File: src/rtl/stream_admission_controller_defines.svh
// Assertion macros shared by the stream admission controller RTL.
`ifndef STREAM_ADMISSION_CONTROLLER_DEFINES_SVH
`define STREAM_ADMISSION_CONTROLLER_DEFINES_SVH

// Same-cycle implication, disabled during reset.
`define SAC_ASSERT_NOW(label, clk, rst_n, ante, cons) \
	label: assert property (@(posedge clk) disable iff (!rst_n) (ante) |-> (cons)) \
		else $error("sac assertion failed");

// Next-cycle implication, disabled during reset.
`define SAC_ASSERT_NEXT(label, clk, rst_n, ante, cons) \
	label: assert property (@(posedge clk) disable iff (!rst_n) (ante) |=> (cons)) \
		else $error("sac assertion failed");

`endif

File: src/rtl/sac_pkg.sv
// Package of types and constants for the stream admission controller.
package sac_pkg;

	localparam int STREAM_SLOTS_DEF = 256;
	localparam int STAT_BITS_DEF    = 32;
	localparam int LEVEL_W          = 16;
	localparam int OUT_STAT_W       = 32;
	localparam int ID_W             = 8;
	localparam int ID_VALUES        = 1 << ID_W;
	localparam int OUT_DATA_W       = 232;
	localparam int OUT_PAD_W        = 5;

	typedef enum logic [1:0] {
		OP_ADMIT   = 2'd0,
		OP_PROMOTE = 2'd1,
		OP_CLOSE   = 2'd2,
		OP_NONE    = 2'd3
	} op_t;

	typedef enum logic [1:0] {
		SLOT_NONE    = 2'd0,
		SLOT_ACTIVE  = 2'd1,
		SLOT_BACKLOG = 2'd2
	} slot_t;

	typedef enum logic [1:0] {
		DEC_ADMITTED     = 2'd0,
		DEC_QUEUED       = 2'd1,
		DEC_SHED_ACTIVE  = 2'd2,
		DEC_SHED_BACKLOG = 2'd3
	} dec_t;

	typedef enum logic {
		REG_ACTIVE_CAP  = 1'b0,
		REG_BACKLOG_CAP = 1'b1
	} reg_idx_t;

	typedef struct packed {
		logic  en;
		slot_t data;
	} slot_wr_t;

	typedef struct packed {
		logic [OUT_STAT_W-1:0] shed_total;
		logic [OUT_STAT_W-1:0] backlog_cap_hit_total;
		logic [OUT_STAT_W-1:0] active_cap_hit_total;
		logic [OUT_STAT_W-1:0] admitted_total;
		logic [OUT_STAT_W-1:0] offered_total;
		logic [LEVEL_W-1:0]    backlog_high_mark;
		logic [LEVEL_W-1:0]    active_high_mark;
		logic [LEVEL_W-1:0]    backlog_now;
		logic [LEVEL_W-1:0]    active_now;
		logic                  promoted;
		dec_t                  decision;
	} result_t;

endpackage

File: src/rtl/sac_cfg_regs.sv
// APB configuration registers: active cap and backlog cap.
module sac_cfg_regs
	import sac_pkg::*;
(
	input  logic               clk,
	input  logic               arst_n,
	input  logic               psel,
	input  logic               penable,
	input  logic               pwrite,
	input  logic [2:0]         paddr,
	input  logic [31:0]        pwdata,
	output logic [31:0]        prdata,
	output logic               pready,
	output logic [LEVEL_W-1:0] act_limit,
	output logic [LEVEL_W-1:0] bl_limit
);

	logic [LEVEL_W-1:0] act_limit_q;
	logic [LEVEL_W-1:0] bl_limit_q;
	logic               wr;
	reg_idx_t           sel;

	assign pready = 1'b1;
	assign wr     = psel && penable && pwrite && pready;
	assign sel    = reg_idx_t'(paddr[2]);

	always_ff @(posedge clk or negedge arst_n) begin
		if (!arst_n) begin
			act_limit_q <= '0;
			bl_limit_q  <= '0;
		end else if (wr) begin
			unique case (sel)
				REG_ACTIVE_CAP:  act_limit_q <= pwdata[LEVEL_W-1:0];
				REG_BACKLOG_CAP: bl_limit_q  <= pwdata[LEVEL_W-1:0];
				default:         act_limit_q <= act_limit_q;
			endcase
		end
	end

	always_comb begin
		unique case (sel)
			REG_ACTIVE_CAP:  prdata = 32'(act_limit_q);
			REG_BACKLOG_CAP: prdata = 32'(bl_limit_q);
			default:         prdata = '0;
		endcase
	end

	assign act_limit = act_limit_q;
	assign bl_limit  = bl_limit_q;

endmodule

File: src/rtl/sac_slot_mem.sv
// Slot table memory: one write port, registered read, clearing pass after reset.
module sac_slot_mem
	import sac_pkg::*;
#(
	parameter int DEPTH = STREAM_SLOTS_DEF,
	parameter int IDX_W = $clog2(DEPTH)
) (
	input  logic             clk,
	input  logic             arst_n,
	input  logic             rd_en,
	input  logic [IDX_W-1:0] rd_addr,
	output logic [1:0]       rd_data,
	input  logic             wr_en,
	input  logic [IDX_W-1:0] wr_addr,
	input  logic [1:0]       wr_data,
	output logic             clearing
);

	logic [1:0]       mem [DEPTH];
	logic [IDX_W-1:0] clr_cnt_q;
	logic             clearing_q;
	logic             we;
	logic [IDX_W-1:0] waddr;
	logic [1:0]       wdata;
	logic [1:0]       rd_data_q;

	always_ff @(posedge clk or negedge arst_n) begin
		if (!arst_n) begin
			clr_cnt_q  <= '0;
			clearing_q <= 1'b1;
		end else if (clearing_q) begin
			if (clr_cnt_q == IDX_W'(DEPTH - 1)) begin
				clearing_q <= 1'b0;
			end else begin
				clr_cnt_q <= clr_cnt_q + 1'b1;
			end
		end
	end

	assign we    = clearing_q || wr_en;
	assign waddr = clearing_q ? clr_cnt_q : wr_addr;
	assign wdata = clearing_q ? 2'(SLOT_NONE) : wr_data;

	always_ff @(posedge clk) begin
		if (we) begin
			mem[waddr] <= wdata;
		end
		if (rd_en) begin
			rd_data_q <= mem[rd_addr];
		end
	end

	assign rd_data  = rd_data_q;
	assign clearing = clearing_q;

endmodule

File: src/rtl/sac_update.sv
// Level, peak and statistics state with the per-item update logic.
module sac_update
	import sac_pkg::*;
#(
	parameter int STAT_BITS = STAT_BITS_DEF
) (
	input  logic               clk,
	input  logic               arst_n,
	input  logic               fire,
	input  op_t                op,
	input  logic               named,
	input  slot_t              cur_slot,
	input  logic [LEVEL_W-1:0] act_limit,
	input  logic [LEVEL_W-1:0] bl_limit,
	output slot_wr_t           slot_wr,
	output result_t            result
);

	logic [LEVEL_W-1:0]   act_q, bl_q, apk_q, bpk_q;
	logic [LEVEL_W-1:0]   act_n, bl_n, apk_n, bpk_n;
	logic [STAT_BITS-1:0] off_q, adm_q, ahit_q, bhit_q, shed_q;
	logic [STAT_BITS-1:0] off_n, adm_n, ahit_n, bhit_n, shed_n;
	logic                 a_room, b_room;
	dec_t                 dec;
	logic                 prom;

	function automatic logic [STAT_BITS-1:0] sat_inc(input logic [STAT_BITS-1:0] c);
		return (&c) ? c : c + STAT_BITS'(1);
	endfunction

	function automatic logic [LEVEL_W-1:0] lvl_dec(input logic [LEVEL_W-1:0] v);
		return (v != '0) ? v - LEVEL_W'(1) : v;
	endfunction

	assign a_room = act_q < act_limit;
	assign b_room = bl_q < bl_limit;

	always_comb begin
		act_n   = act_q;
		bl_n    = bl_q;
		apk_n   = apk_q;
		bpk_n   = bpk_q;
		off_n   = off_q;
		adm_n   = adm_q;
		ahit_n  = ahit_q;
		bhit_n  = bhit_q;
		shed_n  = shed_q;
		dec     = DEC_ADMITTED;
		prom    = 1'b0;
		slot_wr = '{en: 1'b0, data: SLOT_NONE};
		unique case (op)
			OP_ADMIT: begin
				off_n = sat_inc(off_q);
				priority if (a_room) begin
					act_n = act_q + LEVEL_W'(1);
					adm_n = sat_inc(adm_q);
					if (act_q >= apk_q) apk_n = act_n;
					slot_wr = '{en: named, data: SLOT_ACTIVE};
					dec = DEC_ADMITTED;
				end else if (b_room) begin
					bl_n  = bl_q + LEVEL_W'(1);
					adm_n = sat_inc(adm_q);
					if (bl_q >= bpk_q) bpk_n = bl_n;
					slot_wr = '{en: named, data: SLOT_BACKLOG};
					dec = DEC_QUEUED;
				end else if (bl_limit == '0) begin
					ahit_n = sat_inc(ahit_q);
					shed_n = sat_inc(shed_q);
					dec = DEC_SHED_ACTIVE;
				end else begin
					bhit_n = sat_inc(bhit_q);
					shed_n = sat_inc(shed_q);
					dec = DEC_SHED_BACKLOG;
				end
			end
			OP_PROMOTE: begin
				if (named && cur_slot == SLOT_BACKLOG && a_room) begin
					act_n = act_q + LEVEL_W'(1);
					bl_n  = lvl_dec(bl_q);
					if (act_q >= apk_q) apk_n = act_n;
					slot_wr = '{en: 1'b1, data: SLOT_ACTIVE};
					prom = 1'b1;
				end
			end
			OP_CLOSE: begin
				priority if (named) begin
					if (cur_slot != SLOT_NONE) begin
						slot_wr = '{en: 1'b1, data: SLOT_NONE};
						if (cur_slot == SLOT_ACTIVE) act_n = lvl_dec(act_q);
						else bl_n = lvl_dec(bl_q);
					end
				end else if (act_q != '0) begin
					act_n = lvl_dec(act_q);
				end else begin
					bl_n = lvl_dec(bl_q);
				end
			end
			OP_NONE: begin
				prom = 1'b0;
			end
			default: begin
				prom = 1'b0;
			end
		endcase
	end

	always_ff @(posedge clk or negedge arst_n) begin
		if (!arst_n) begin
			act_q  <= '0;
			bl_q   <= '0;
			apk_q  <= '0;
			bpk_q  <= '0;
			off_q  <= '0;
			adm_q  <= '0;
			ahit_q <= '0;
			bhit_q <= '0;
			shed_q <= '0;
		end else if (fire) begin
			act_q  <= act_n;
			bl_q   <= bl_n;
			apk_q  <= apk_n;
			bpk_q  <= bpk_n;
			off_q  <= off_n;
			adm_q  <= adm_n;
			ahit_q <= ahit_n;
			bhit_q <= bhit_n;
			shed_q <= shed_n;
		end
	end

	always_comb begin
		result.decision              = dec;
		result.promoted              = prom;
		result.active_now            = act_n;
		result.backlog_now           = bl_n;
		result.active_high_mark      = apk_n;
		result.backlog_high_mark     = bpk_n;
		result.offered_total         = OUT_STAT_W'(off_n);
		result.admitted_total        = OUT_STAT_W'(adm_n);
		result.active_cap_hit_total  = OUT_STAT_W'(ahit_n);
		result.backlog_cap_hit_total = OUT_STAT_W'(bhit_n);
		result.shed_total            = OUT_STAT_W'(shed_n);
	end

endmodule

File: src/rtl/stream_admission_controller.sv
// Stream admission controller top level: stream ports, pipeline control, slot forwarding.
//
// One request is taken per clock cycle when the result side keeps up; a request
// is held in stage 1 and its result is registered on the output side. The slot
// table is read when a request is taken and written back when that request leaves
// stage 1, with the written entry forwarded to a following request for the same
// slot. After reset the slot table is swept clear, one entry a cycle, during which
// s_tready stays low; configuration writes are taken throughout. Stream ids are
// taken modulo STREAM_SLOTS. Statistics counters saturate at 2^STAT_BITS - 1.
`include "stream_admission_controller_defines.svh"

module stream_admission_controller
	import sac_pkg::*;
#(
	parameter int STREAM_SLOTS = STREAM_SLOTS_DEF,
	parameter int STAT_BITS    = STAT_BITS_DEF
) (
	input  logic                  clk,
	input  logic                  arst_n,
	input  logic                  s_tvalid,
	output logic                  s_tready,
	input  logic [ID_W-1:0]       s_tdata,   // stream number
	input  logic [2:0]            s_tuser,   // operation[1:0], has_id[2]
	output logic                  m_tvalid,
	input  logic                  m_tready,
	// decision[1:0], promoted[2], active_now[18:3], backlog_now[34:19],
	// active_high_mark[50:35], backlog_high_mark[66:51], offered_total[98:67],
	// admitted_total[130:99], active_cap_hit_total[162:131],
	// backlog_cap_hit_total[194:163], shed_total[226:195], zero pad[231:227]
	output logic [OUT_DATA_W-1:0] m_tdata,
	input  logic                  psel,
	input  logic                  penable,
	input  logic                  pwrite,
	input  logic [2:0]            paddr,
	input  logic [31:0]           pwdata,
	output logic [31:0]           prdata,
	output logic                  pready
);

	localparam int IDX_W = $clog2(STREAM_SLOTS);

	logic [IDX_W-1:0]   slot_lut [ID_VALUES];
	logic [IDX_W-1:0]   in_idx;
	logic               accept;
	logic               fire_s1;
	logic               valid_s1;
	op_t                op_s1;
	logic               named_s1;
	logic [IDX_W-1:0]   idx_s1;
	logic               fwd_q;
	slot_t              fwd_data_q;
	logic [1:0]         rd_data;
	slot_t              cur_slot;
	logic               clearing;
	logic               out_valid_q;
	result_t            res_q;
	result_t            result;
	slot_wr_t           slot_wr;
	logic [LEVEL_W-1:0] act_limit;
	logic [LEVEL_W-1:0] bl_limit;

	for (genvar g = 0; g < ID_VALUES; g++) begin : g_lut
		assign slot_lut[g] = IDX_W'(g % STREAM_SLOTS);
	end

	assign in_idx   = slot_lut[s_tdata];
	assign fire_s1  = valid_s1 && (!out_valid_q || m_tready);
	assign s_tready = !clearing && (!valid_s1 || fire_s1);
	assign accept   = s_tvalid && s_tready;
	assign cur_slot = fwd_q ? fwd_data_q : slot_t'(rd_data);

	sac_cfg_regs u_cfg (
		.clk       (clk),
		.arst_n    (arst_n),
		.psel      (psel),
		.penable   (penable),
		.pwrite    (pwrite),
		.paddr     (paddr),
		.pwdata    (pwdata),
		.prdata    (prdata),
		.pready    (pready),
		.act_limit (act_limit),
		.bl_limit  (bl_limit)
	);

	sac_slot_mem #(
		.DEPTH (STREAM_SLOTS),
		.IDX_W (IDX_W)
	) u_mem (
		.clk      (clk),
		.arst_n   (arst_n),
		.rd_en    (accept),
		.rd_addr  (in_idx),
		.rd_data  (rd_data),
		.wr_en    (fire_s1 && slot_wr.en),
		.wr_addr  (idx_s1),
		.wr_data  (2'(slot_wr.data)),
		.clearing (clearing)
	);

	sac_update #(
		.STAT_BITS (STAT_BITS)
	) u_upd (
		.clk       (clk),
		.arst_n    (arst_n),
		.fire      (fire_s1),
		.op        (op_s1),
		.named     (named_s1),
		.cur_slot  (cur_slot),
		.act_limit (act_limit),
		.bl_limit  (bl_limit),
		.slot_wr   (slot_wr),
		.result    (result)
	);

	always_ff @(posedge clk or negedge arst_n) begin
		if (!arst_n) begin
			valid_s1    <= 1'b0;
			fwd_q       <= 1'b0;
			out_valid_q <= 1'b0;
		end else begin
			if (accept) begin
				valid_s1 <= 1'b1;
				fwd_q    <= fire_s1 && slot_wr.en && (idx_s1 == in_idx);
			end else if (fire_s1) begin
				valid_s1 <= 1'b0;
				fwd_q    <= 1'b0;
			end
			if (fire_s1) begin
				out_valid_q <= 1'b1;
			end else if (m_tready) begin
				out_valid_q <= 1'b0;
			end
		end
	end

	always_ff @(posedge clk) begin
		if (accept) begin
			op_s1      <= op_t'(s_tuser[1:0]);
			named_s1   <= s_tuser[2];
			idx_s1     <= in_idx;
			fwd_data_q <= slot_wr.data;
		end
		if (fire_s1) begin
			res_q <= result;
		end
	end

	assign m_tvalid = out_valid_q;
	assign m_tdata  = {
		OUT_PAD_W'(0),
		res_q.shed_total,
		res_q.backlog_cap_hit_total,
		res_q.active_cap_hit_total,
		res_q.admitted_total,
		res_q.offered_total,
		res_q.backlog_high_mark,
		res_q.active_high_mark,
		res_q.backlog_now,
		res_q.active_now,
		res_q.promoted,
		2'(res_q.decision)
	};

	`SAC_ASSERT_NOW(a_no_accept_clearing, clk, arst_n, clearing, !s_tready)
	`SAC_ASSERT_NOW(a_fwd_needs_item, clk, arst_n, fwd_q, valid_s1)
	`SAC_ASSERT_NOW(a_stall_blocks_input, clk, arst_n, valid_s1 && !fire_s1, !s_tready)
	`SAC_ASSERT_NEXT(a_fire_gives_result, clk, arst_n, fire_s1, m_tvalid)

endmodule
File: config.mk
export PLATFORM = sky130hd
export DESIGN_NAME = stream_admission_controller
export DESIGN_NICKNAME = d
export VERILOG_FILES = /design/src/rtl/sac_pkg.sv /design/src/rtl/sac_cfg_regs.sv /design/src/rtl/sac_slot_mem.sv /design/src/rtl/sac_update.sv /design/src/rtl/stream_admission_controller.sv
export VERILOG_INCLUDE_DIRS = /design/src /design/src/rtl
export SDC_FILE = /design/constraint.sdc
export NUM_CORES = 2
export LEC_CHECK = 0
export ABC_AREA = 1
export BUFFER_PORTS_ARGS = -buffer_cell sky130_fd_sc_hd__buf_2
export CAP_MARGIN = 10
export CORE_MARGIN = 1.5
export CORE_UTILIZATION = 45
export DETAILED_ROUTE_END_ITERATION = 10
export GPL_ROUTABILITY_DRIVEN = 0
export GPL_TIMING_DRIVEN = 0
export REMOVE_ABC_BUFFERS = 1
export SETUP_SLACK_MARGIN = 0.4
export SLEW_MARGIN = 15
export SYNTH_ARGS = -nofsm -noshare
export SYNTH_HDL_FRONTEND = slang
export SYNTH_SLANG_ARGS = --single-unit
File: constraint.sdc
create_clock -name clk -period 13.62 [get_ports clk]
set_input_delay 0.681 -clock clk [delete_from_list [all_inputs] [get_ports clk]]
set_output_delay 0.681 -clock clk [all_outputs]
set_load 0.1 [all_outputs]
* Word level (Yosys, flattened, before mapping)
Memories as Yosys holds them, arrays and structs flattened. A register that Yosys moved wholly into a read port is not among the register bits. Index checks and enable logic that the tools add are counted.
Storage, ports and cells: register bits after elaboration 508, bits in latches 0, bits in writable memories 512, memory bits (read-only) 2048, input port bits 53, memories 2
Memories:
- (name not given) | words 256, bits a word 8, rd ports 1, clocked after Yosys merged registers in 0, wr ports 0, line stream_admission_controller.sv:66 | assign in_idx = slot_lut[s_tdata];
- u_mem.mem | words 256, bits a word 2, rd ports 1, clocked after Yosys merged registers in 1, wr ports 1, line sac_slot_mem.sv:19 | logic [1:0] mem [DEPTH];
Operators by class: $add $sub $neg 10, multiply operators 0, divide/modulo/power cells 0, $lt $le $gt $ge 5, eq/ne operators 6, shift operators 0, multiplexer cells 68, bitwise logic cells 4, reduce and logical (&&, ||, !) cells 32
Operators by type and width (count):
- 2-to-1 mux 32 bit | 20
- 2-to-1 mux 16 bit | 21
- adder 32 x 1 -> 32 bit, second input constant | 5
- AND reduction 32 bit | 5
- one-hot mux 16 bit (3 select lines) | 2
- one-hot mux 32 bit (2 select lines) | 1
- adder 16 x 1 -> 16 bit, second input constant | 2
- greater-or-equal comparator 16 bit | 2
- less-than comparator 16 bit | 2
- one-hot mux 16 bit (2 select lines) | 1
- nonzero test 16 bit | 2
- subtractor 16 x 1 -> 16 bit, second input constant | 2
- 2-to-1 mux 8 bit | 3
- logical NOT 16 bit | 1
- 2-to-1 mux 3 bit | 5
- 2-to-1 mux 1 bit | 12
- greater-or-equal comparator 9 bit, second input constant | 1
- logical AND 1 bit | 9
- inverter 8 -> 9 bit | 1
- one-hot mux 3 bit (3 select lines) | 1
- adder 8 x 1 -> 8 bit, second input constant | 1
- equality test 8 bit | 1
- equality test 8 bit, second input constant | 1
- AND reduction 2 bit | 3
- 10 further kinds | 21

* Depth between registers and ports, before layout
word-level depth 10, gate-level depth with buffers 22, mapped depth without buffers 19

* Modules after synthesis
From an unflattened synthesis, not the netlist that was laid out.
Unflattened totals: cells, all modules 6111, area, all modules 52619.2 µm²
Modules (own cells, without submodules):
- sac_slot_mem | instances 1, cells each 2127, area an instance 22688.0 µm²
- sac_update | instances 1, cells each 3472, area an instance 20744.9 µm²
- stream_admission_controller | instances 1, cells each 299, area an instance 7558.5 µm²
- sac_cfg_regs | instances 1, cells each 213, area an instance 1627.8 µm²

* Least setup slack after synthesis
Ideal clock, no wire load.
path kind flip-flop to flip-flop, start point register u_upd.act_q[15], end point memory u_mem.mem[0][0], data pin, setup time 1.577 ns, data arrival time 8.483 ns, data required time 12.043 ns, slack 3.560 ns, cell stages (with the launch flop) 8, cell sequence dfrtp_1 -> ha_1 -> a21oi_1 -> o21ai_0 -> a21oi_1 -> nand4_2 -> clkbuf_1 -> a21oi_1
On the way: cells in the longest elaborated chain, start to end 5, elaborated cells on any way between the ends 6
RTL lines:
- start, declared | line sac_update.sv:19 | logic [LEVEL_W-1:0] act_q, bl_q, apk_q, bpk_q;
- start signal, assigned | line sac_update.sv:119 | act_q <= act_n;
- less-than comparator 16 bit * | line sac_update.sv:35 | assign a_room = act_q < act_limit;
- logical AND 1 bit | line sac_update.sv:77 | if (named && cur_slot == SLOT_BACKLOG && a_room) begin
- 2-to-1 mux 3 bit | line sac_update.sv:77
- one-hot mux 3 bit (3 select lines) * | line sac_update.sv:51 | unique case (op)
- 2-to-1 mux 2 bit * | line sac_slot_mem.sv:42 | assign wdata = clearing_q ? 2'(SLOT_NONE) : wr_data;
- named net u_mem.wdata[0] | line sac_slot_mem.sv:24 | logic [1:0] wdata;
- end, declared | line sac_slot_mem.sv:19
Mark *: on every way through the listed nets, which the timed path passes. The rest lies on a longest branch.

* Final worst setup path
start point register u_upd.bl_q[11], end point memory u_mem.mem[187][1], data pin
On the way: cells in the longest elaborated chain, start to end 5
RTL lines:
- start, declared | line sac_update.sv:19
- start signal, assigned | line sac_update.sv:120 | bl_q <= bl_n;
- less-than comparator 16 bit | line sac_update.sv:36 | assign b_room = bl_q < bl_limit;
- 2-to-1 mux 3 bit | line sac_update.sv:60 | end else if (b_room) begin
- 2-to-1 mux 3 bit | line sac_update.sv:54 | priority if (a_room) begin
- one-hot mux 3 bit (3 select lines) | line sac_update.sv:51
- 2-to-1 mux 2 bit | line sac_slot_mem.sv:42
- named net u_mem.wdata[1] | line sac_slot_mem.sv:24
The timed path passes the listed nets, and every way through them passes these cells.

==> metrics.txt <==
most frequent cells in the layout 1669 x nand2_1, 870 x nor2_1, 754 x edfxtp_1; Synth-to-Final Area Change 12.6%; setup TNS 0 ns; Critical Path RT 14.14 ns; Fin Clk Skew 0.0274 ns; All-Layer GR Usage 0.238; maximum VDD drop 0.119 mV; Final Routed Wirelength 141 mm; RSZ-0062 raised after global routing false; Setup Fix Bufs, Post-CTS 0; fin. max-slew vios 0; Worst-Margin Slew 1.17 ns; Worst-Skew Late Latency 0.70 ns; Seq/Total Area, Yosys 0.572; synthesized flop and latch total 1022; max cap viols 0; Fin. Hold Viols 0; FMAX 193 MHz; R2R Path End u_mem.mem[187][1]; FP Rows 123; DR pass1 iterations 8; Placed Cells incl. Taps 7401; leakage power 23.3 nW; die area 0.116 sq mm; fin util 0.512; Mapped Avg Cell Area 8.73 sq um; CTS Sinks 1022; crit end category flip-flop; CTS tree built; detailed-route via count 40800; Power Dens Cells 174 mW/mm^2; clk slew on worst S/H paths 0.06 ns; final setup violation count 0; WL/cell 18.5 um; core area 0.113 sq mm; Final Total Pwr 10.1 mW; Max Buffers Root-to-Sink 3; Die H 341 um; die width 341 um; finished layout cell area 0.0578 sq mm; hold depth 1; Root Buffer clkbuf_16; final period utilization 0.381; critical path peak fanout 39; Hold EP named_s1; post-route minimum period 5.19 ns; nets 6139; run status finished clean; commonest non-fill, non-tap cell in the layout nand2_1; Placed Area 0.0543 sq mm; min-delay src s_tuser[2]; cell type with the largest total area after synthesis edfxtp_1; worst reg2reg setup slack 8.43 ns; worst min path class in -> reg; Vias/cell 5.36; 1st-iter DRT viols 3582; initial antenna violation count 5; post-route insts no fill 7608; HPWL Detailed 92.3 mm; Slew Limit Headroom 0.216; post-route ant nets 0; io pins 320; share of cells above drive strength 1 0.0886; Yosys top cell area share 0.441; vias in the first global route 38000; total grt overflow 0; reg2reg start u_upd.bl_q[11]; synth unique cells 52; DRC 0; Ys Warns 0; CTS buffer count 109; Post-Syn Instances 5876; mapped cell area 0.0513 sq mm; CTS H-Tree Depth 3; CP Class reg -> reg; # port buffers 279; cells on worst reg2reg path 14; Initial Util 0.455; first-pass GRT wire length 217 mm; crit start category flip-flop; CP arrival 5.71 ns; largest net degree at the start of global routing 145; Synth area leaders edfxtp_1 44%, dfrtp_1 13%, nand2_1 12%
## sequential cells by signal (all words and copies together) (netlist names), 8 cells and up
register / count
u_upd.adm_q: 32
u_upd.act_q: 16
u_upd.bpk_q: 16
u_mem.clr_cnt_q: 8
m_tdata: 227
u_upd.bhit_q: 32
u_upd.shed_q: 32
idx_s1: 8
u_cfg.act_limit: 16
u_upd.off_q: 32
u_cfg.bl_limit: 16
u_mem.mem: 512
u_upd.bl_q: 16
u_upd.apk_q: 16
u_upd.ahit_q: 32
## stage by stage
stage	hold slack, ns	worst slack [ns]
final	0.162	8.43
after global routing	0.133	8.10
after CTS	0.124	8.47
after detailed placement	0.473	8.48
after global placement	0.463	-10.16
after floorplan	0.385	1.89
## layout make-up
cell class	instances	area, sq um
Timing Repair Buffer	317	2370
Multi-Input combinational cell	4139	19100
Tap cell	1500	1880
Clock buffer	146	2930
Antenna cell	1	2.50
Inverter	424	1620
Clock inverter	59	509
Sequential cell	1022	29300
Fill cell	10600	55000
## power breakdown
| part | leakage, nW | switching (mW) | total [mW] | internal (mW) |
|---|---|---|---|---|
| Combinational | 10.9 | 2.40 | 3.10 | 0.704 |
| Sequential | 10.7 | 0.281 | 4.07 | 3.79 |
| Clock | 1.66 | 1.24 | 2.88 | 1.64 |
## logic make-up (layout without fill, tap and decap cells)
kind of cell,count (synthesis),in the layout,synth area share
other,2,23,0.000146
AO/OA/AOI/OAI,811,811,0.0841
AND/OR/NAND/NOR,3104,3104,0.246
adder cells (fa/ha/maj),73,73,0.0178
flip-flops,1022,1022,0.572
buffers and inverters,735,946,0.0577
XOR/XNOR,129,129,0.0220
## synthesized netlist by cell type (all sizes together)
| library cell | n |
|---|---|
| nand2 | 1689 |
| nor2 | 888 |
| edfxtp | 754 |
| o21ai | 584 |
| inv | 419 |
| nand3 | 335 |
| dfrtp | 267 |
| clkbuf | 206 |
| o22ai | 128 |
| xor2 | 114 |
| buf | 105 |
| ha | 73 |
| a21oi | 64 |
| nor3 | 63 |
| nand4 | 61 |
| and2 | 33 |
| o211ai | 17 |
| xnor2 | 15 |
| nor4 | 11 |
| nand3b | 10 |
| o21bai | 10 |
| or2 | 9 |
| clkinv | 5 |
| a31oi | 3 |
| and3 | 2 |
| conb | 2 |
| nor3b | 2 |
| o31ai | 2 |
| a21boi | 1 |
| a21o | 1 |
| dfstp | 1 |
| o21a | 1 |
| or3 | 1 |
## critical path, stage by stage (launching register included)
cell     delay [ns]
dfrtp_1        0.62
ha_1           0.34
a21oi_1        0.17
a31oi_1        0.11
nor2_1         0.16
nand2_2        0.36
buf_16         0.30
inv_2          0.64
nand3_2        0.47
nor2_4         0.74
buf_16         0.26
buf_16         0.18
buf_12         0.20
buf_16         0.18
buf_12         0.19
## worst max path at each step
| stage | startpoint | endpoint | slack (ns) | depth (start not counted) |
|---|---|---|---|---|
| 5_1_grt | u_upd.bl_q[11] | u_mem.mem[190][1] | 8.10 | 16 |
| 2_1_floorplan | op_s1[1] | u_mem.mem[0][0] | 1.89 | 3 |
| 6_report | u_upd.bl_q[11] | u_mem.mem[187][1] | 8.43 | 14 |
| 4_1_cts | u_upd.bl_q[11] | u_mem.mem[190][1] | 8.47 | 16 |
| 3_5_place_dp | u_upd.bl_q[11] | u_mem.mem[190][1] | 8.48 | 16 |
| 3_3_place_gp | op_s1[1] | u_mem.mem[190][0] | -10.16 | 3 |
## layer usage
metal / track usage / share of wire / vias to the layer above
met5: 0 / 0.00041 / -
met4: 0.0768 / 0.031 / 8
met3: 0.0418 / 0.066 / 254
met2: 0.390 / 0.47 / 1289
met1: 0.322 / 0.43 / 19400
li1: - / - / 19800
## what timing repair did
| item | 4_1_cts | 5_1_grt |
|---|---|---|
| hold buffers | 1 | 0 |
| hold endpoints to repair | 18 | 0 |
| resized for setup | 0 | 0 |
| endpoints found under the setup margin | 0 | 0 |
No activity file was read; power rests on OpenSTA's default activity.
